File: config.mk
export PLATFORM = sky130hd
export DESIGN_NAME = pffl_ram
export DESIGN_NICKNAME = d
export VERILOG_FILES = /design/src/rtl/pffl_ram.sv
export SDC_FILE = /design/constraint.sdc
export NUM_CORES = 2
export LEC_CHECK = 0
export BUFFER_PORTS_ARGS = -buffer_cell sky130_fd_sc_hd__buf_4
export CORE_MARGIN = 1
export CORE_UTILIZATION = 50
export DETAILED_ROUTE_END_ITERATION = 8
export PLACE_DENSITY = 0.65
export SYNTH_ARGS = -nofsm -noshare
export SYNTH_HDL_FRONTEND = slang
export SYNTH_SLANG_ARGS = --single-unit
File: constraint.sdc
create_clock -name clk -period 2.4 [get_ports clk]
set_input_delay 0.24 -clock clk [delete_from_list [all_inputs] [get_ports clk]]
set_output_delay 0.24 -clock clk [all_outputs]
set_load 0.05 [all_outputs]
File: src/rtl/pffl_ram.sv
// Generic single write port, single read port RAM with a registered read.
// No dependencies.
module pffl_ram #(
	parameter int WIDTH = 8,
	parameter int DEPTH = 256
) (
	input  logic                     clk,
	input  logic                     we,
	input  logic [$clog2(DEPTH)-1:0] waddr,
	input  logic [WIDTH-1:0]         wdata,
	input  logic [$clog2(DEPTH)-1:0] raddr,
	output logic [WIDTH-1:0]         rdata
);

	logic [WIDTH-1:0] mem [DEPTH];

	always_ff @(posedge clk) begin
		if (we) begin
			mem[waddr] <= wdata;
		end
		rdata <= mem[raddr];
	end

endmodule

# Word-level counts from Yosys, hierarchy flattened
# Memories as Yosys holds them, arrays and structs flattened. A register that Yosys moved wholly into a read port is not among the register bits.
# Cells that the tools add are included.
[classes]
n_mux = 2
[op_table]
columns = ["cell", "count"]
rows = [
  ["$mux W1", 2],
]
[totals]
inputBits = 26
ff_bits = 0
memories = 1
word_cells = 3
mem_bits_rw = 2048
output_inout_bits = 8
[mem_list]
columns = ["name", "words", "width", "rd", "rd_clocked_by_memory_dff", "wr", "line_no", "rtl"]
rows = [
  ["mem", 256, 8, 1, 1, 1, "15", "logic [WIDTH-1:0] mem [DEPTH];"],
]

# Logic depth before layout (Yosys ltp)
[logic_depth]
depth_word = 2
mapped_depth = 11

# Worst setup path before layout
# OpenSTA, ideal clock, no wires.
[synth_timing]
path_kind = "input -> register"
from = "in raddr[0]"
to = "reg rdata[2], read port of mem"
stages = 9
required_time_ns = 2.269
path_slack_ns = 0.222
arrival_time_ns = 2.047
setup_time_ns = 0.131
cell_sequence = "buf_6 > buf_12 > buf_8 > buf_2 > mux4_2 > a22oi_1 > a21oi_1 > nor4_1 > nor4_2"
[synth_lines]
columns = ["item", "line_no", "rtl"]
rows = [
  ["from (decl)", "11", "input logic [$clog2(DEPTH)-1:0] raddr,"],
  ["to (decl)", "12", "output logic [WIDTH-1:0] rdata"],
]

==> results.rst <==
.. list-table::
   :header-rows: 1

   * - Metric
     - Value
   * - Worst-skew pair later-pin latency
     - 0.83 ns
   * - Highest Clock Rate
     - 425 MHz
   * - Netlist area before placement
     - 79600 um^2
   * - Die height
     - 401 um
   * - H-tree Lvls
     - 4
   * - Drt drc
     - 0
   * - Storage element area
     - 61700 um^2
   * - Total clock buffers created by CTS
     - 201
   * - Starting Density
     - 0.503
   * - Total die area
     - 161000 um^2
   * - Global-route total usage across every layer
     - 0.248
   * - Most used flip-flop cell after synthesis
     - edfxtp_1
   * - CP top delay family
     - simple AND/OR/NAND/NOR gates
   * - Tightest Pin Transition
     - 0.808 ns
   * - Maximum Capacitance Violations
     - 0
   * - Residual antenna-violating net count after detailed routing
     - 0
   * - Fin cells
     - 6663
   * - Largest clock skew in the final design
     - 0.0423 ns
   * - Total nets after synthesis
     - 3759
   * - Unrepaired setup endpoints after global routing
     - false
   * - Relative slew slack
     - 0.447
   * - Syn Inst Count
     - 3733
   * - Number of buffers on the longest clock path
     - 3
   * - Clock sinks
     - 2056
   * - Post-synth cell types
     - 55
   * - Final worst-path cycle share
     - 0.982
   * - Number of instances in the placed design
     - 6290
   * - Power density normalized to cell area
     - 795 nW/um^2
   * - Post-synthesis average cell area
     - 21.3 um^2
   * - Buffer count from post-CTS setup fixing
     - 0
   * - Initial antenna violation count
     - 3
   * - Share of synthesized flip-flops with an asynchronous set or reset
     - 0
   * - Maximum number of pins on one net before global-route repair
     - 116
   * - Total buffers and inverters traversed by the critical path
     - 1
   * - Core region area
     - 158000 um^2
   * - Number of global-route vias before repair
     - 41019
   * - Number of standard-cell rows in the floorplan
     - 146
   * - Final std cell area, no fill
     - 93800 um^2
   * - Part of the Yosys area used for sequential elements
     - 0.775
   * - Final hold viol count
     - 0
   * - Multi-input gate area in the final layout
     - 16600 um^2
   * - Library cell contributing the largest single delay on the critical path
     - nor4_2
   * - Number of endpoints failing setup at the final stage
     - 0
   * - Total of warnings raised by yosys
     - 0
   * - Die width
     - 401 um
   * - Required time reported for the critical path endpoint
     - 3.13 ns
   * - CP arrival
     - 3.09 ns
   * - Nature of the critical path startpoint
     - register
   * - Kind of path behind the tightest hold check
     - in2reg
   * - LEAKAGE
     - 30.5 nW
   * - Crit path capture type
     - register
   * - Synthesized flop and latch total
     - 2056
   * - Vias per Instance
     - 6.12
   * - Total routed wirelength
     - 197 mm
   * - Max-slew violation count
     - 0
   * - Kind of critical path
     - reg2reg
   * - CTS root buffer
     - clkbuf_16
   * - Post-detailed-placement half-perimeter wirelength
     - 128 mm
   * - Starting DRC count in detailed routing
     - 5071
   * - Min setup slack post-route
     - 0.0443 ns
   * - CTS clk-pin slew, worst paths
     - 0.07 ns
   * - Peak supply drop
     - 0.726 mV
   * - Final Net Count
     - 4456
   * - Global-route wire length before repair
     - 287 mm
   * - EDFF count, synth
     - 2048
   * - Area delta synth->final
     - 17.9%
   * - Fraction of layout cells with a size suffix above 1
     - 0.324
   * - Fill cells
     - 11262
   * - Total grt overflow
     - 0
   * - Number of vias after detailed routing
     - 40778
   * - TritonCTS clock tree
     - done
   * - Post-detailed-route wirelength per cell
     - 29.6 um
   * - Time the worst path needs with I/O delays and setup
     - 2.36 ns
   * - Top-level port count
     - 34
   * - Number of buffers inserted by port buffering
     - 33
   * - Worst-path cell chain
     - mux4_2, a22oi_1, a21oi_1, nor4_2, buf_4, nor4_1
   * - Stage delay of the slowest cell on the critical path
     - 0.55 ns
   * - Setup slack at placement
     - -1.06 ns
   * - Status
     - finished, final reports clean
   * - Instance area at placement
     - 87200 um^2
   * - Setup TNS
     - 0 ns
   * - Routability congestion estimate
     - 0.845
   * - Crit Path Max Fanout
     - 1
   * - DR pass1 iterations
     - 5
stage by stage:
step	utilization	hold WS [ns]	power [mW]
final	0.593	0.0800	74.5
after global routing	0.593	0.0200	76.5
after CTS	0.593	0.00306	75.0
after detailed placement	0.551	0.637	44.6
after global placement	0.551	0.631	44.6
after floorplan	-	0.339	42.4
sequential cells by signal, indices dropped and copies added, names as in the netlist:
register and count:
rdata 8, mem 2048
per-layer routing:
metal	vias to the layer above	wire length (um)	track usage
met5	-	0	0
met4	0	4860	0.0692
met3	270	17500	0.0475
met2	1920	93500	0.385
met1	21514	81200	0.362
li1	17074	-	-
cells by family after synthesis:
logic type	share of synthesized area
mux	0.146
flops	0.775
buf+inv	0.0183
compound gates	0.0342
simple gates	0.0263
power by group:
part           total (mW)  leakage, nW  internal (mW)  switching [mW]
sequential           39.7         18.5           39.6          0.0855
combinational        4.24         8.86           1.70            2.54
clock                30.6         3.12           17.4            13.2
total                74.5         30.5           58.7            15.9
Yosys cell counts, types with 2 or more instances:
master,n,share of area
or2_2,4,0.00031
buf_8,13,0.0025
buf_1,22,0.0010
a311oi_1,2,0.00022
mux4_1,2,0.00066
nand3_1,34,0.0021
dfxtp_1,8,0.0020
a221oi_1,13,0.0014
and3b_1,2,0.00022
nor3_1,22,0.0014
buf_6,21,0.0030
o21ai_0,10,0.00063
o21ai_1,2,0.00013
nand2b_1,8,0.00063
a2111oi_0,2,0.00022
nor2b_1,31,0.0024
a2111oi_1,2,0.00025
o221ai_1,46,0.0051
a22oi_1,133,0.013
o32ai_1,4,0.00044
nand3b_1,2,0.00019
a31oi_1,2,0.00016
o22ai_1,28,0.0022
a21oi_1,96,0.0060
nand2_1,33,0.0016
nor2_1,282,0.013
buf_4,27,0.0025
o22a_1,5,0.00055
a22o_1,8,0.00088
mux4_2,454,0.13
edfxtp_1,2048,0.77
o211ai_1,10,0.00094
buf_12,8,0.0020
clkbuf_1,111,0.0052
and2_1,6,0.00047
nand4_1,10,0.00079
nor4_1,24,0.0019
nor4_2,3,0.00047
mux2i_1,134,0.017
buf_2,31,0.0020
a211oi_1,16,0.0015
cell type report:
| type | count | area share |
|---|---|---|
| Sequential cell | 2056 | 0.658 |
| Clock buffer | 252 | 0.0567 |
| Tap cell | 2072 | 0.0276 |
| Antenna cell | 1 | 0.0000267 |
| Timing Repair Buffer | 727 | 0.0692 |
| Clock inverter | 111 | 0.0113 |
| Multi-Input combinational cell | 1442 | 0.177 |
| Inverter | 2 | 0.0000801 |
placed cells by master, fill, tap and decap left out, drive strengths merged, types with 28 or more instances in the layout:
| master | netlist | routed |
|---|---|---|
| edfxtp | 2048 | 2048 |
| buf | 122 | 715 |
| mux4 | 456 | 456 |
| nor2 | 282 | 282 |
| clkbuf | 111 | 255 |
| mux2i | 134 | 134 |
| a22oi | 133 | 133 |
| a21oi | 96 | 96 |
| clkinv | 1 | 88 |
| o221ai | 47 | 47 |
| nand3 | 34 | 34 |
| nand2 | 33 | 33 |
| nor2b | 31 | 31 |
| o22ai | 28 | 28 |
final timing paths:
path,start,end,slack (ns),cells past startpoint
setup / recovery,mem[15][7],rdata[7],0.04,6
hold / removal,waddr[0],mem[147][6],0.08,3
setup reg to reg,mem[15][7],rdata[7],0.04,6
hold reg to reg,mem[32][5],rdata[5],1.16,8
worst reg2reg max path, stage by stage, from the launching register on:
cell	delay (ns)
edfxtp_1	0.39
mux4_2	0.47
a22oi_1	0.35
a21oi_1	0.23
nor4_2	0.55
buf_4	0.22
nor4_1	0.05
what timing repair did:
item                                   4_1_cts  5_1_grt
gates resized for setup                     17        5
hold buffers                                 9        0
pin swaps                                    0        1
setup endpoints to repair                    7        4
endpoints found under the hold margin      398        0
(Power assumes the default switching activity.)
